### src/hw/rtl/hrl_pkg.sv
package hrl_pkg;

    localparam int ANGLE_FRAC_BITS = 12;
    localparam int CORDIC_ITERS    = 16;
    localparam int ATAN_LEN        = 24;
    localparam int ITER_W          = $clog2(ATAN_LEN);

    // cordic datapath
    localparam int SCALE_SHIFT = 7;
    localparam int XY_W        = 34;
    localparam int Z_W         = 35;
    localparam int ANG_SHIFT   = 30 - ANGLE_FRAC_BITS;
    localparam logic signed [Z_W-1:0] PI_Q30    = 35'sd3373259368;
    localparam logic signed [Z_W-1:0] ANG_ROUND = Z_W'(1) << (29 - ANGLE_FRAC_BITS);

    // angles and rates inside the limiter
    localparam int ANG_W = 16;
    localparam int LIM_W = 18;
    localparam logic signed [LIM_W-1:0] PI_FX     = LIM_W'((PI_Q30 + ANG_ROUND) >>> ANG_SHIFT);
    localparam logic signed [LIM_W-1:0] TWO_PI_FX = LIM_W'(2 * PI_FX);
    localparam logic [14:0]             TWO_PI_U  = 15'(2 * PI_FX);

    // digit-serial multiplier
    localparam int MUL_W      = 24;
    localparam int MUL_DIGIT  = 4;
    localparam int MUL_STEPS  = MUL_W / MUL_DIGIT;
    localparam int MUL_CNT_W  = $clog2(MUL_STEPS + 1);
    localparam int ACC_W      = 50;
    localparam int LEN2_W     = 48;

    // bit-serial divider
    localparam int DIV_NUM_W = 35;
    localparam int DIV_DEN_W = 20;
    localparam int DIV_CNT_W = $clog2(DIV_NUM_W + 1);

    localparam logic [DIV_DEN_W-1:0] ONE_MILLION  = 20'd1000000;
    localparam logic [DIV_DEN_W-1:0] HALF_MILLION = 20'd500000;

    typedef struct packed {
        logic signed [23:0] dir_x;
        logic signed [23:0] dir_y;
        logic signed [23:0] dir_z;
        logic [19:0]        elapsed_time;
    } item_t;

    typedef struct packed {
        logic signed [14:0] heading;
        logic signed [15:0] heading_rate;
    } result_t;

    typedef enum logic [0:0] {
        CFG_MAX_YAW_RATE = 1'b0,
        CFG_MIN_DIR_LEN  = 1'b1
    } cfg_index_t;

    typedef enum logic [3:0] {
        ST_IDLE,
        ST_MUL_X,
        ST_MUL_Y,
        ST_MUL_Z,
        ST_MUL_L,
        ST_MUL_RT,
        ST_DIV_MC,
        ST_CORDIC,
        ST_DECIDE,
        ST_MUL_Q,
        ST_DIV_Q,
        ST_FINISH
    } state_t;

    // atan(2^-i) in units of 2^-30 rad
    function automatic logic [29:0] atan_q30(input logic [ITER_W-1:0] idx);
        logic [29:0] v;
        begin
            case (idx)
                5'd0:    v = 30'd843314857;
                5'd1:    v = 30'd497837829;
                5'd2:    v = 30'd263043837;
                5'd3:    v = 30'd133525159;
                5'd4:    v = 30'd67021687;
                5'd5:    v = 30'd33543516;
                5'd6:    v = 30'd16775851;
                5'd7:    v = 30'd8388437;
                5'd8:    v = 30'd4194283;
                5'd9:    v = 30'd2097149;
                5'd10:   v = 30'd1048576;
                5'd11:   v = 30'd524288;
                5'd12:   v = 30'd262144;
                5'd13:   v = 30'd131072;
                5'd14:   v = 30'd65536;
                5'd15:   v = 30'd32768;
                5'd16:   v = 30'd16384;
                5'd17:   v = 30'd8192;
                5'd18:   v = 30'd4096;
                5'd19:   v = 30'd2048;
                5'd20:   v = 30'd1024;
                5'd21:   v = 30'd512;
                5'd22:   v = 30'd256;
                5'd23:   v = 30'd128;
                default: v = 30'd0;
            endcase
            return v;
        end
    endfunction

endpackage

### src/hw/rtl/hrl_mul.sv
module hrl_mul
    import hrl_pkg::*;
(
    input  logic             clk,
    input  logic             rst_n,
    input  logic             start,
    input  logic [MUL_W-1:0] a,
    input  logic [MUL_W-1:0] b,
    input  logic [ACC_W-1:0] init,
    output logic             done,
    output logic [ACC_W-1:0] product
);

    logic [2*MUL_W-1:0]           a_reg, a_next;
    logic [MUL_W-1:0]             b_reg, b_next;
    logic [ACC_W-1:0]             acc_reg, acc_next;
    logic [MUL_CNT_W-1:0]         cnt_reg, cnt_next;
    logic                         busy_reg, busy_next;
    logic                         done_reg, done_next;
    logic [2*MUL_W+MUL_DIGIT-1:0] partial;

    // one 4-bit digit of b per cycle, lsb first
    always_comb
    begin
        a_next    = a_reg;
        b_next    = b_reg;
        acc_next  = acc_reg;
        cnt_next  = cnt_reg;
        busy_next = busy_reg;
        done_next = 1'b0;
        partial   = {{MUL_DIGIT{1'b0}}, a_reg} *
                    {{(2*MUL_W){1'b0}}, b_reg[MUL_DIGIT-1:0]};
        if (start)
        begin
            a_next    = {{MUL_W{1'b0}}, a};
            b_next    = b;
            acc_next  = init;
            cnt_next  = MUL_CNT_W'(MUL_STEPS);
            busy_next = 1'b1;
        end
        else if (busy_reg)
        begin
            acc_next = acc_reg + partial[ACC_W-1:0];
            a_next   = a_reg << MUL_DIGIT;
            b_next   = b_reg >> MUL_DIGIT;
            cnt_next = cnt_reg - MUL_CNT_W'(1);
            if (cnt_reg == MUL_CNT_W'(1))
            begin
                busy_next = 1'b0;
                done_next = 1'b1;
            end
        end
    end

    always_ff @(posedge clk or negedge rst_n)
    begin
        if (!rst_n)
        begin
            cnt_reg  <= '0;
            busy_reg <= 1'b0;
            done_reg <= 1'b0;
        end
        else
        begin
            cnt_reg  <= cnt_next;
            busy_reg <= busy_next;
            done_reg <= done_next;
        end
    end

    always_ff @(posedge clk)
    begin
        a_reg   <= a_next;
        b_reg   <= b_next;
        acc_reg <= acc_next;
    end

    assign done    = done_reg;
    assign product = acc_reg;

endmodule

### src/hw/rtl/hrl_div.sv
module hrl_div
    import hrl_pkg::*;
(
    input  logic                 clk,
    input  logic                 rst_n,
    input  logic                 start,
    input  logic [DIV_NUM_W-1:0] num,
    input  logic [DIV_DEN_W-1:0] den,
    output logic                 done,
    output logic [DIV_NUM_W-1:0] quot
);

    logic [DIV_NUM_W-1:0] num_reg, num_next;
    logic [DIV_DEN_W-1:0] rem_reg, rem_next;
    logic [DIV_DEN_W-1:0] den_reg, den_next;
    logic [DIV_CNT_W-1:0] cnt_reg, cnt_next;
    logic                 busy_reg, busy_next;
    logic                 done_reg, done_next;
    logic [DIV_DEN_W:0]   trial;
    logic [DIV_DEN_W:0]   diff;
    logic                 fits;

    // restoring division, one quotient bit per cycle shifted into num_reg
    always_comb
    begin
        num_next  = num_reg;
        rem_next  = rem_reg;
        den_next  = den_reg;
        cnt_next  = cnt_reg;
        busy_next = busy_reg;
        done_next = 1'b0;
        trial     = {rem_reg, num_reg[DIV_NUM_W-1]};
        diff      = trial - {1'b0, den_reg};
        fits      = trial >= {1'b0, den_reg};
        if (start)
        begin
            num_next  = num;
            rem_next  = '0;
            den_next  = den;
            cnt_next  = DIV_CNT_W'(DIV_NUM_W);
            busy_next = 1'b1;
        end
        else if (busy_reg)
        begin
            rem_next = fits ? diff[DIV_DEN_W-1:0] : trial[DIV_DEN_W-1:0];
            num_next = {num_reg[DIV_NUM_W-2:0], fits};
            cnt_next = cnt_reg - DIV_CNT_W'(1);
            if (cnt_reg == DIV_CNT_W'(1))
            begin
                busy_next = 1'b0;
                done_next = 1'b1;
            end
        end
    end

    always_ff @(posedge clk or negedge rst_n)
    begin
        if (!rst_n)
        begin
            cnt_reg  <= '0;
            busy_reg <= 1'b0;
            done_reg <= 1'b0;
        end
        else
        begin
            cnt_reg  <= cnt_next;
            busy_reg <= busy_next;
            done_reg <= done_next;
        end
    end

    always_ff @(posedge clk)
    begin
        num_reg <= num_next;
        rem_reg <= rem_next;
        den_reg <= den_next;
    end

    assign done = done_reg;
    assign quot = num_reg;

endmodule

### src/hw/rtl/hrl_cordic.sv
module hrl_cordic
    import hrl_pkg::*;
(
    input  logic                    clk,
    input  logic                    rst_n,
    input  logic                    start,
    input  logic signed [23:0]      x,
    input  logic signed [23:0]      y,
    output logic                    done,
    output logic signed [ANG_W-1:0] angle
);

    logic signed [XY_W-1:0] x_reg, x_next;
    logic signed [XY_W-1:0] y_reg, y_next;
    logic signed [Z_W-1:0]  z_reg, z_next;
    logic [ITER_W-1:0]      iter_reg, iter_next;
    logic                   busy_reg, busy_next;
    logic                   done_reg, done_next;
    logic signed [XY_W-1:0] xs, ys, dx, dy;
    logic signed [Z_W-1:0]  step_ang;
    logic signed [Z_W-1:0]  rnd;
    logic signed [Z_W-1:0]  clamped;

    always_comb
    begin
        x_next    = x_reg;
        y_next    = y_reg;
        z_next    = z_reg;
        iter_next = iter_reg;
        busy_next = busy_reg;
        done_next = 1'b0;
        xs        = XY_W'(x) <<< SCALE_SHIFT;
        ys        = XY_W'(y) <<< SCALE_SHIFT;
        dx        = x_reg >>> iter_reg;
        dy        = y_reg >>> iter_reg;
        step_ang  = Z_W'(atan_q30(iter_reg));
        if (start)
        begin
            // left half plane: turn by pi first
            if (x < 0)
            begin
                x_next = -xs;
                y_next = -ys;
                z_next = (y >= 0) ? PI_Q30 : -PI_Q30;
            end
            else
            begin
                x_next = xs;
                y_next = ys;
                z_next = '0;
            end
            iter_next = '0;
            busy_next = 1'b1;
        end
        else if (busy_reg)
        begin
            if (y_reg > 0)
            begin
                x_next = x_reg + dy;
                y_next = y_reg - dx;
                z_next = z_reg + step_ang;
            end
            else if (y_reg < 0)
            begin
                x_next = x_reg - dy;
                y_next = y_reg + dx;
                z_next = z_reg - step_ang;
            end
            iter_next = iter_reg + ITER_W'(1);
            if (iter_reg == ITER_W'(CORDIC_ITERS - 1))
            begin
                busy_next = 1'b0;
                done_next = 1'b1;
            end
        end
    end

    always_comb
    begin
        rnd = (z_reg + ANG_ROUND) >>> ANG_SHIFT;
        if (rnd > Z_W'(PI_FX))
            clamped = Z_W'(PI_FX);
        else if (rnd < -Z_W'(PI_FX))
            clamped = -Z_W'(PI_FX);
        else
            clamped = rnd;
    end

    always_ff @(posedge clk or negedge rst_n)
    begin
        if (!rst_n)
        begin
            iter_reg <= '0;
            busy_reg <= 1'b0;
            done_reg <= 1'b0;
        end
        else
        begin
            iter_reg <= iter_next;
            busy_reg <= busy_next;
            done_reg <= done_next;
        end
    end

    always_ff @(posedge clk)
    begin
        x_reg <= x_next;
        y_reg <= y_next;
        z_reg <= z_next;
    end

    assign done  = done_reg;
    assign angle = ANG_W'(clamped);

endmodule

### src/hw/rtl/heading_rate_limiter.sv
// Heading rate limiter: one result per accepted request, one request at a time. A request
// passes through five squares and products on the 4-bit-digit multiplier, a 35-step
// bit-serial divide for the step limit, a 16-step cordic for atan2 when the look-ahead
// vector is long enough, and, for an in-limit step with a nonzero elapsed time, one more
// multiply and 35-step divide for the rate.
// A finished result sits in an output register so the next request can be taken while
// it waits. Configuration registers may be written at any time the block is idle.
module heading_rate_limiter
    import hrl_pkg::*;
(
    input  logic        clk,
    input  logic        rst_n,
    input  logic        item_valid,
    output logic        item_stall,
    input  item_t       item,
    output logic        result_valid,
    input  logic        result_stall,
    output result_t     result,
    input  logic        cfg_valid,
    output logic        cfg_ready,
    input  cfg_index_t  cfg_index,
    input  logic [15:0] cfg_data
);

    state_t                  state_reg, state_next;
    item_t                   item_reg, item_next;
    logic [LEN2_W-1:0]       len2_reg, len2_next;
    logic                    long_reg, long_next;
    logic [14:0]             mc_reg, mc_next;
    logic signed [LIM_W-1:0] target_reg, target_next;
    logic signed [LIM_W-1:0] yaw_reg, yaw_next;
    logic signed [LIM_W-1:0] rate_reg, rate_next;
    logic                    rate_neg_reg, rate_neg_next;
    logic signed [ANG_W-1:0] prev_heading_reg, prev_heading_next;
    logic signed [15:0]      prev_rate_reg, prev_rate_next;
    logic [14:0]             max_yaw_rate_reg;
    logic [15:0]             min_len_reg;
    result_t                 result_reg, result_next;
    logic                    result_valid_reg, result_valid_next;

    logic                    mul_start, mul_done;
    logic [MUL_W-1:0]        mul_a, mul_b;
    logic [ACC_W-1:0]        mul_init, mul_product;
    logic                    div_start, div_done;
    logic [DIV_NUM_W-1:0]    div_num, div_quot;
    logic [DIV_DEN_W-1:0]    div_den;
    logic                    cor_start, cor_done;
    logic signed [ANG_W-1:0] cor_angle;

    logic signed [LIM_W-1:0] last, mcs, rmax_s, d, d_mag;
    logic signed [LIM_W-1:0] lim_yaw, lim_rate;
    logic                    lim_need_q;
    logic signed [LIM_W-1:0] step, step_mag, yaw_sum, yaw_fin, rate_sum, rate_fin;
    logic [14:0]             q_sat;

    function automatic logic [23:0] mag24(input logic signed [23:0] v);
        logic [23:0] m;
        begin
            m = v[23] ? (~v + 24'd1) : v;
            return m;
        end
    endfunction

    function automatic logic signed [LIM_W-1:0] wrap_pi(input logic signed [LIM_W-1:0] a);
        logic signed [LIM_W-1:0] w;
        begin
            w = a;
            if (w < -PI_FX)
                w = w + TWO_PI_FX;
            if (w > PI_FX)
                w = w - TWO_PI_FX;
            return w;
        end
    endfunction

    hrl_mul u_mul (
        .clk     (clk),
        .rst_n   (rst_n),
        .start   (mul_start),
        .a       (mul_a),
        .b       (mul_b),
        .init    (mul_init),
        .done    (mul_done),
        .product (mul_product)
    );

    hrl_div u_div (
        .clk   (clk),
        .rst_n (rst_n),
        .start (div_start),
        .num   (div_num),
        .den   (div_den),
        .done  (div_done),
        .quot  (div_quot)
    );

    hrl_cordic u_cordic (
        .clk   (clk),
        .rst_n (rst_n),
        .start (cor_start),
        .x     (item_reg.dir_x),
        .y     (item_reg.dir_y),
        .done  (cor_done),
        .angle (cor_angle)
    );

    // step limiter, valid in the decide state
    always_comb
    begin
        last       = LIM_W'(prev_heading_reg);
        mcs        = signed'({3'b000, mc_reg});
        rmax_s     = signed'({3'b000, max_yaw_rate_reg});
        d          = target_reg - last;
        d_mag      = d[LIM_W-1] ? -d : d;
        lim_need_q = 1'b0;
        lim_yaw    = target_reg;
        lim_rate   = '0;
        if (d > PI_FX)
        begin
            // going the short way round, downward
            if (d - TWO_PI_FX < -mcs)
                lim_yaw = wrap_pi(last - mcs);
            lim_rate = -rmax_s;
        end
        else if (d < -PI_FX)
        begin
            if (d + TWO_PI_FX > mcs)
                lim_yaw = wrap_pi(last + mcs);
            lim_rate = rmax_s;
        end
        else if (d < -mcs)
        begin
            lim_yaw  = wrap_pi(last - mcs);
            lim_rate = -rmax_s;
        end
        else if (d > mcs)
        begin
            lim_yaw  = wrap_pi(last + mcs);
            lim_rate = rmax_s;
        end
        else
        begin
            lim_need_q = 1'b1;
        end
    end

    // smoothing, valid in the finish state
    always_comb
    begin
        step     = yaw_reg - last;
        step_mag = step[LIM_W-1] ? -step : step;
        yaw_sum  = last + yaw_reg;
        yaw_fin  = (step_mag <= mcs) ? (yaw_sum >>> 1) : yaw_reg;
        rate_sum = LIM_W'(prev_rate_reg) + rate_reg;
        rate_fin = rate_sum >>> 1;
        q_sat    = (div_quot > DIV_NUM_W'(max_yaw_rate_reg)) ? max_yaw_rate_reg
                                                              : div_quot[14:0];
    end

    always_comb
    begin
        state_next        = state_reg;
        item_next         = item_reg;
        len2_next         = len2_reg;
        long_next         = long_reg;
        mc_next           = mc_reg;
        target_next       = target_reg;
        yaw_next          = yaw_reg;
        rate_next         = rate_reg;
        rate_neg_next     = rate_neg_reg;
        prev_heading_next = prev_heading_reg;
        prev_rate_next    = prev_rate_reg;
        result_next       = result_reg;
        result_valid_next = result_valid_reg && result_stall;
        mul_start         = 1'b0;
        mul_a             = '0;
        mul_b             = '0;
        mul_init          = '0;
        div_start         = 1'b0;
        div_num           = '0;
        div_den           = '0;
        cor_start         = 1'b0;
        unique case (state_reg)
            ST_IDLE:
            begin
                if (item_valid)
                begin
                    item_next  = item;
                    mul_start  = 1'b1;
                    mul_a      = mag24(item.dir_x);
                    mul_b      = mag24(item.dir_x);
                    state_next = ST_MUL_X;
                end
            end
            ST_MUL_X:
            begin
                if (mul_done)
                begin
                    mul_start  = 1'b1;
                    mul_a      = mag24(item_reg.dir_y);
                    mul_b      = mag24(item_reg.dir_y);
                    mul_init   = mul_product;
                    state_next = ST_MUL_Y;
                end
            end
            ST_MUL_Y:
            begin
                if (mul_done)
                begin
                    mul_start  = 1'b1;
                    mul_a      = mag24(item_reg.dir_z);
                    mul_b      = mag24(item_reg.dir_z);
                    mul_init   = mul_product;
                    state_next = ST_MUL_Z;
                end
            end
            ST_MUL_Z:
            begin
                if (mul_done)
                begin
                    len2_next  = mul_product[LEN2_W-1:0];
                    mul_start  = 1'b1;
                    mul_a      = {8'd0, min_len_reg};
                    mul_b      = {8'd0, min_len_reg};
                    state_next = ST_MUL_L;
                end
            end
            ST_MUL_L:
            begin
                if (mul_done)
                begin
                    long_next  = len2_reg > mul_product[LEN2_W-1:0];
                    mul_start  = 1'b1;
                    mul_a      = {9'd0, max_yaw_rate_reg};
                    mul_b      = {4'd0, item_reg.elapsed_time};
                    state_next = ST_MUL_RT;
                end
            end
            ST_MUL_RT:
            begin
                if (mul_done)
                begin
                    div_start  = 1'b1;
                    div_num    = mul_product[DIV_NUM_W-1:0] + DIV_NUM_W'(HALF_MILLION);
                    div_den    = ONE_MILLION;
                    state_next = ST_DIV_MC;
                end
            end
            ST_DIV_MC:
            begin
                if (div_done)
                begin
                    mc_next = (div_quot > DIV_NUM_W'(TWO_PI_U)) ? TWO_PI_U : div_quot[14:0];
                    if (long_reg)
                    begin
                        cor_start  = 1'b1;
                        state_next = ST_CORDIC;
                    end
                    else
                    begin
                        target_next = LIM_W'(prev_heading_reg);
                        state_next  = ST_DECIDE;
                    end
                end
            end
            ST_CORDIC:
            begin
                if (cor_done)
                begin
                    target_next = LIM_W'(cor_angle);
                    state_next  = ST_DECIDE;
                end
            end
            ST_DECIDE:
            begin
                yaw_next      = lim_yaw;
                rate_next     = lim_rate;
                rate_neg_next = d[LIM_W-1];
                if (lim_need_q && (item_reg.elapsed_time != '0))
                begin
                    // rate = round(|d| * 1e6 / dt): product plus dt/2, then divide
                    mul_start  = 1'b1;
                    mul_a      = {4'd0, ONE_MILLION};
                    mul_b      = MUL_W'(d_mag);
                    mul_init   = ACC_W'(item_reg.elapsed_time >> 1);
                    state_next = ST_MUL_Q;
                end
                else
                begin
                    state_next = ST_FINISH;
                end
            end
            ST_MUL_Q:
            begin
                if (mul_done)
                begin
                    div_start  = 1'b1;
                    div_num    = mul_product[DIV_NUM_W-1:0];
                    div_den    = item_reg.elapsed_time;
                    state_next = ST_DIV_Q;
                end
            end
            ST_DIV_Q:
            begin
                if (div_done)
                begin
                    rate_next  = rate_neg_reg ? -signed'({3'b000, q_sat})
                                              : signed'({3'b000, q_sat});
                    state_next = ST_FINISH;
                end
            end
            ST_FINISH:
            begin
                if (!result_valid_reg || !result_stall)
                begin
                    result_next.heading      = yaw_fin[14:0];
                    result_next.heading_rate = rate_fin[15:0];
                    result_valid_next        = 1'b1;
                    prev_heading_next        = yaw_fin[ANG_W-1:0];
                    prev_rate_next           = rate_fin[15:0];
                    state_next               = ST_IDLE;
                end
            end
            default:
            begin
                state_next = ST_IDLE;
            end
        endcase
    end

    always_ff @(posedge clk or negedge rst_n)
    begin
        if (!rst_n)
        begin
            state_reg        <= ST_IDLE;
            result_valid_reg <= 1'b0;
            prev_heading_reg <= '0;
            prev_rate_reg    <= '0;
            max_yaw_rate_reg <= 15'd12868;
            min_len_reg      <= 16'd102;
        end
        else
        begin
            state_reg        <= state_next;
            result_valid_reg <= result_valid_next;
            prev_heading_reg <= prev_heading_next;
            prev_rate_reg    <= prev_rate_next;
            if (cfg_valid)
            begin
                unique case (cfg_index)
                    CFG_MAX_YAW_RATE: max_yaw_rate_reg <= cfg_data[14:0];
                    CFG_MIN_DIR_LEN:  min_len_reg      <= cfg_data;
                    default:          min_len_reg      <= min_len_reg;
                endcase
            end
        end
    end

    always_ff @(posedge clk)
    begin
        item_reg     <= item_next;
        len2_reg     <= len2_next;
        long_reg     <= long_next;
        mc_reg       <= mc_next;
        target_reg   <= target_next;
        yaw_reg      <= yaw_next;
        rate_reg     <= rate_next;
        rate_neg_reg <= rate_neg_next;
        result_reg   <= result_next;
    end

    assign item_stall   = (state_reg != ST_IDLE);
    assign result_valid = result_valid_reg;
    assign result       = result_reg;
    assign cfg_ready    = 1'b1;

    a_accept_starts: assert property (@(posedge clk) disable iff (!rst_n)
        item_valid && !item_stall |=> state_reg == ST_MUL_X)
        else $error("accepted request did not start the length multiply");

    a_result_from_finish: assert property (@(posedge clk) disable iff (!rst_n)
        $rose(result_valid) |-> $past(state_reg == ST_FINISH))
        else $error("result raised outside the finish state");

    a_units_exclusive: assert property (@(posedge clk) disable iff (!rst_n)
        !(mul_done && div_done) && !(mul_done && cor_done) && !(div_done && cor_done))
        else $error("two arithmetic units finished together");

    a_heading_range: assert property (@(posedge clk) disable iff (!rst_n)
        (LIM_W'(prev_heading_reg) >= -PI_FX) && (LIM_W'(prev_heading_reg) <= PI_FX))
        else $error("stored heading outside +-pi");

endmodule

### config.mk
export PLATFORM = sky130hd
export DESIGN_NAME = heading_rate_limiter
export DESIGN_NICKNAME = d
export VERILOG_FILES = /design/src/hw/rtl/hrl_pkg.sv /design/src/hw/rtl/hrl_mul.sv /design/src/hw/rtl/hrl_div.sv /design/src/hw/rtl/hrl_cordic.sv /design/src/hw/rtl/heading_rate_limiter.sv
export SDC_FILE = /design/constraint.sdc
export NUM_CORES = 2
export LEC_CHECK = 0
export BUFFER_PORTS_ARGS = -buffer_cell sky130_fd_sc_hd__buf_4
export CAP_MARGIN = 5
export CORE_ASPECT_RATIO = 0.8
export CORE_MARGIN = 4
export CORE_UTILIZATION = 57
export DETAILED_ROUTE_END_ITERATION = 16
export PLACE_DENSITY = 0.73
export SETUP_SLACK_MARGIN = 0.4
export SLEW_MARGIN = 20
export SYNTH_ARGS = -nofsm -noshare
export SYNTH_HDL_FRONTEND = slang
export SYNTH_HIERARCHICAL = 1
export SYNTH_SLANG_ARGS = --single-unit
### constraint.sdc
create_clock -name clk -period 7.1 [get_ports clk]
set_input_delay 0.355 -clock clk [delete_from_list [all_inputs] [get_ports clk]]
set_output_delay 0.355 -clock clk [all_outputs]
set_load 0.005 [all_outputs]
==> metrics.csv <==
stage,metric,value,unit
routing,Iter 0 DRT Violations,8536,
synth,Avg Synthesized Cell Area,8.883,µm²
synth,syn_nets,7785,
critical_path,WP depth,22,
sta,Final Critical Period,6.648,ns
cells_and_area,"commonest non-fill, non-tap cell in the layout",nand2_1,
routing,drt pass-1 iters,7,
synth,Syn. warnings,6,
sta,final setup fails,0,
sta,final slew viol count,0,
sta,hold_ws,0.07983,ns
routing,vias per inst,6.656,
clock_tree,TritonCTS clock tree,yes,
pwr,Peak VDD IR,0.0004657,V
die,area of the die,115800,µm²
die,CORE AREA,109100,µm²
sta,Slew headroom,20.37,%
global_route,GR Overflow Total,0,
cells_and_area,fill count,9068,
run_status,status,completed,
clock_tree,CTS Buf Count,74,
critical_path,cell family with most CP delay,compound AO/OA/AOI/OAI gates,
clock_tree,clk buf depth,3,
synth,synthesized area,62930,µm²
critical_path,cell count of the worst reg-to-reg path,22,
cells_and_area,net count reported at finish,7946,
global_route,GRT Resource Usage Total,37.41,%
die,initial core utilization,57.70,%
global_route,largest net degree at the start of global routing,91,
sta,RSZ-0062 raised after global routing,false,
critical_path,Crit. End Element,flop,
critical_path,worst-path fanout max,40,
cells_and_area,most frequent cells in the layout,"661 x nand2_1, 499 x inv_1, 493 x edfxtp_1",
sta,Slew @ Worst Pin,1.187,ns
global_route,vias in the first global route,54330,
critical_path,Crit path required time,7.55,ns
critical_path,critical path arrival,7.10,ns
sta,setup TNS,0,ns
placed_design,Final GP Congestion,1.093,
pwr,PD cells,302.0,nW/µm²
critical_path,Worst path slowest cell,dfrtp_4,
sta,Layout Skew,0.04018,ns
pwr,static leakage,0.02848,µW
global_route,initial antenna violation count,8,
critical_path,"Largest stage delay, worst path",0.65,ns
die,IO Count,148,
placed_design,port buffer count,146,
sta,Final Cycle Share,93.63,%
routing,routed length per instance,25.51,µm
die,Rows,108,
routing,final WL,223000,µm
job,MaxCap Viol Count,0,
worst_hold_path,hold path depth,1,
die,Die Ht,305.2,µm
routing,Final ANT Viol Nets,0,
critical_path,CP Cell Sequence,buf_12 > mux2_2 > o21a_1 > mux2_2 > a211oi_1 > nand3_1 > nor3_2 > buf_4 > nand2_1 > o21ai_0 > xor2_1 > ha_1 > o21a_1 > o21ai_0 > a21oi_1 > and3_1 > o21ai_0 > a211oi_1 > o31ai_1 > o21ai_0 > xnor2_1 > o21ai_1,
critical_path,WP buf/inv,2,
sta,maximum clock frequency,0.1504,GHz
cells_and_area,max reg flops,92,
routing,DRC,0,
clock_tree,CTS Root Cell,clkbuf_16,
synth,cells after synthesis,7084,
worst_hold_path,Hold WC Path Type,input pin to flop,
sta,Fin. Hold Viols,0,
critical_path,most frequent cell on the critical path,o21ai_0,
cells_and_area,"Core Util, Final",63.91,%
cells_and_area,Layout area overhead,10.76,%
routing,routed via count,58172,
clock_tree,register clock-pin slew on the reported worst setup and hold paths,0.06,ns
critical_path,crit start category,flop,
critical_path,Setup CP Type,flop to flop,
die,die width,379.5,µm
clock_tree,htree depth,3,
clock_tree,Worst-Skew Late Latency,0.70,ns
placed_design,dpl hpwl,170100,µm
global_route,first-pass GRT wire length,335000,µm
cells_and_area,share of post-route cells with drive strength above 1,12.20,%
clock_tree,Clock Sinks,625,
## metal layers
metal  vias to the layer above  track usage [%]  wire length (µm)
met5                         -                0                46
met4                         8            10.57              6979
met3                       435            13.37             32040
met2                      3523            50.52             87480
li1                      26077                -                 -
met1                     28129            55.97             96400
## what timing repair did
action	CTS	global route
resized for setup	3	32
hold buffers	109	0
hold endpoints to repair	152	0
pin swaps	0	9
gates cloned	0	3
endpoints found under the setup margin	2	226
setup buffers	0	16
## power by group
group / total (µW) / switching [µW] / internal (µW)
registers: 5830 / 800 / 5020
logic: 11100 / 6830 / 4270
clock network: 4120 / 1770 / 2360
total: 21000 / 9400 / 11600
## final cells by class
type	instances	area [µm²]	area share, %
flip-flops and latches	625	17910	25.70
diodes	4	10.01	0.01436
inverters	511	1924	2.761
multi-input cells	5609	41840	60.04
repair buffers	424	3655	5.244
clock buffers	93	1994	2.862
clock inverters	44	564.3	0.8097
well taps	1430	1789	2.567
## metrics by stage
stage                     setup WS, ns  cells  area, µm²  total power [µW]
after floorplan                 0.4386   7084      62930             13690
after global routing            0.4012   8736      69680             22530
final                           0.4521   8740      69690             21050
after detailed placement        0.3878   8470      65680             16490
after CTS                       0.4029   8716      69330             20700
after global placement          0.4198   8470      65680             16230
## worst paths after layout
kind                                       from                    to  slack, ns
max                        u_cordic/iter_reg[0]    u_cordic/x_reg[29]       0.45
min                                    item[91]          item_reg[91]       0.08
max reg2reg                u_cordic/iter_reg[0]    u_cordic/x_reg[29]       0.45
min reg2reg                    prev_rate_reg[5]      prev_rate_reg[5]       0.48
max in group asynchronous                 rst_n  u_cordic/iter_reg[0]       5.33
min in group asynchronous                 rst_n   max_yaw_rate_reg[0]       0.21
No activity file was read; power rests on OpenSTA's default activity.
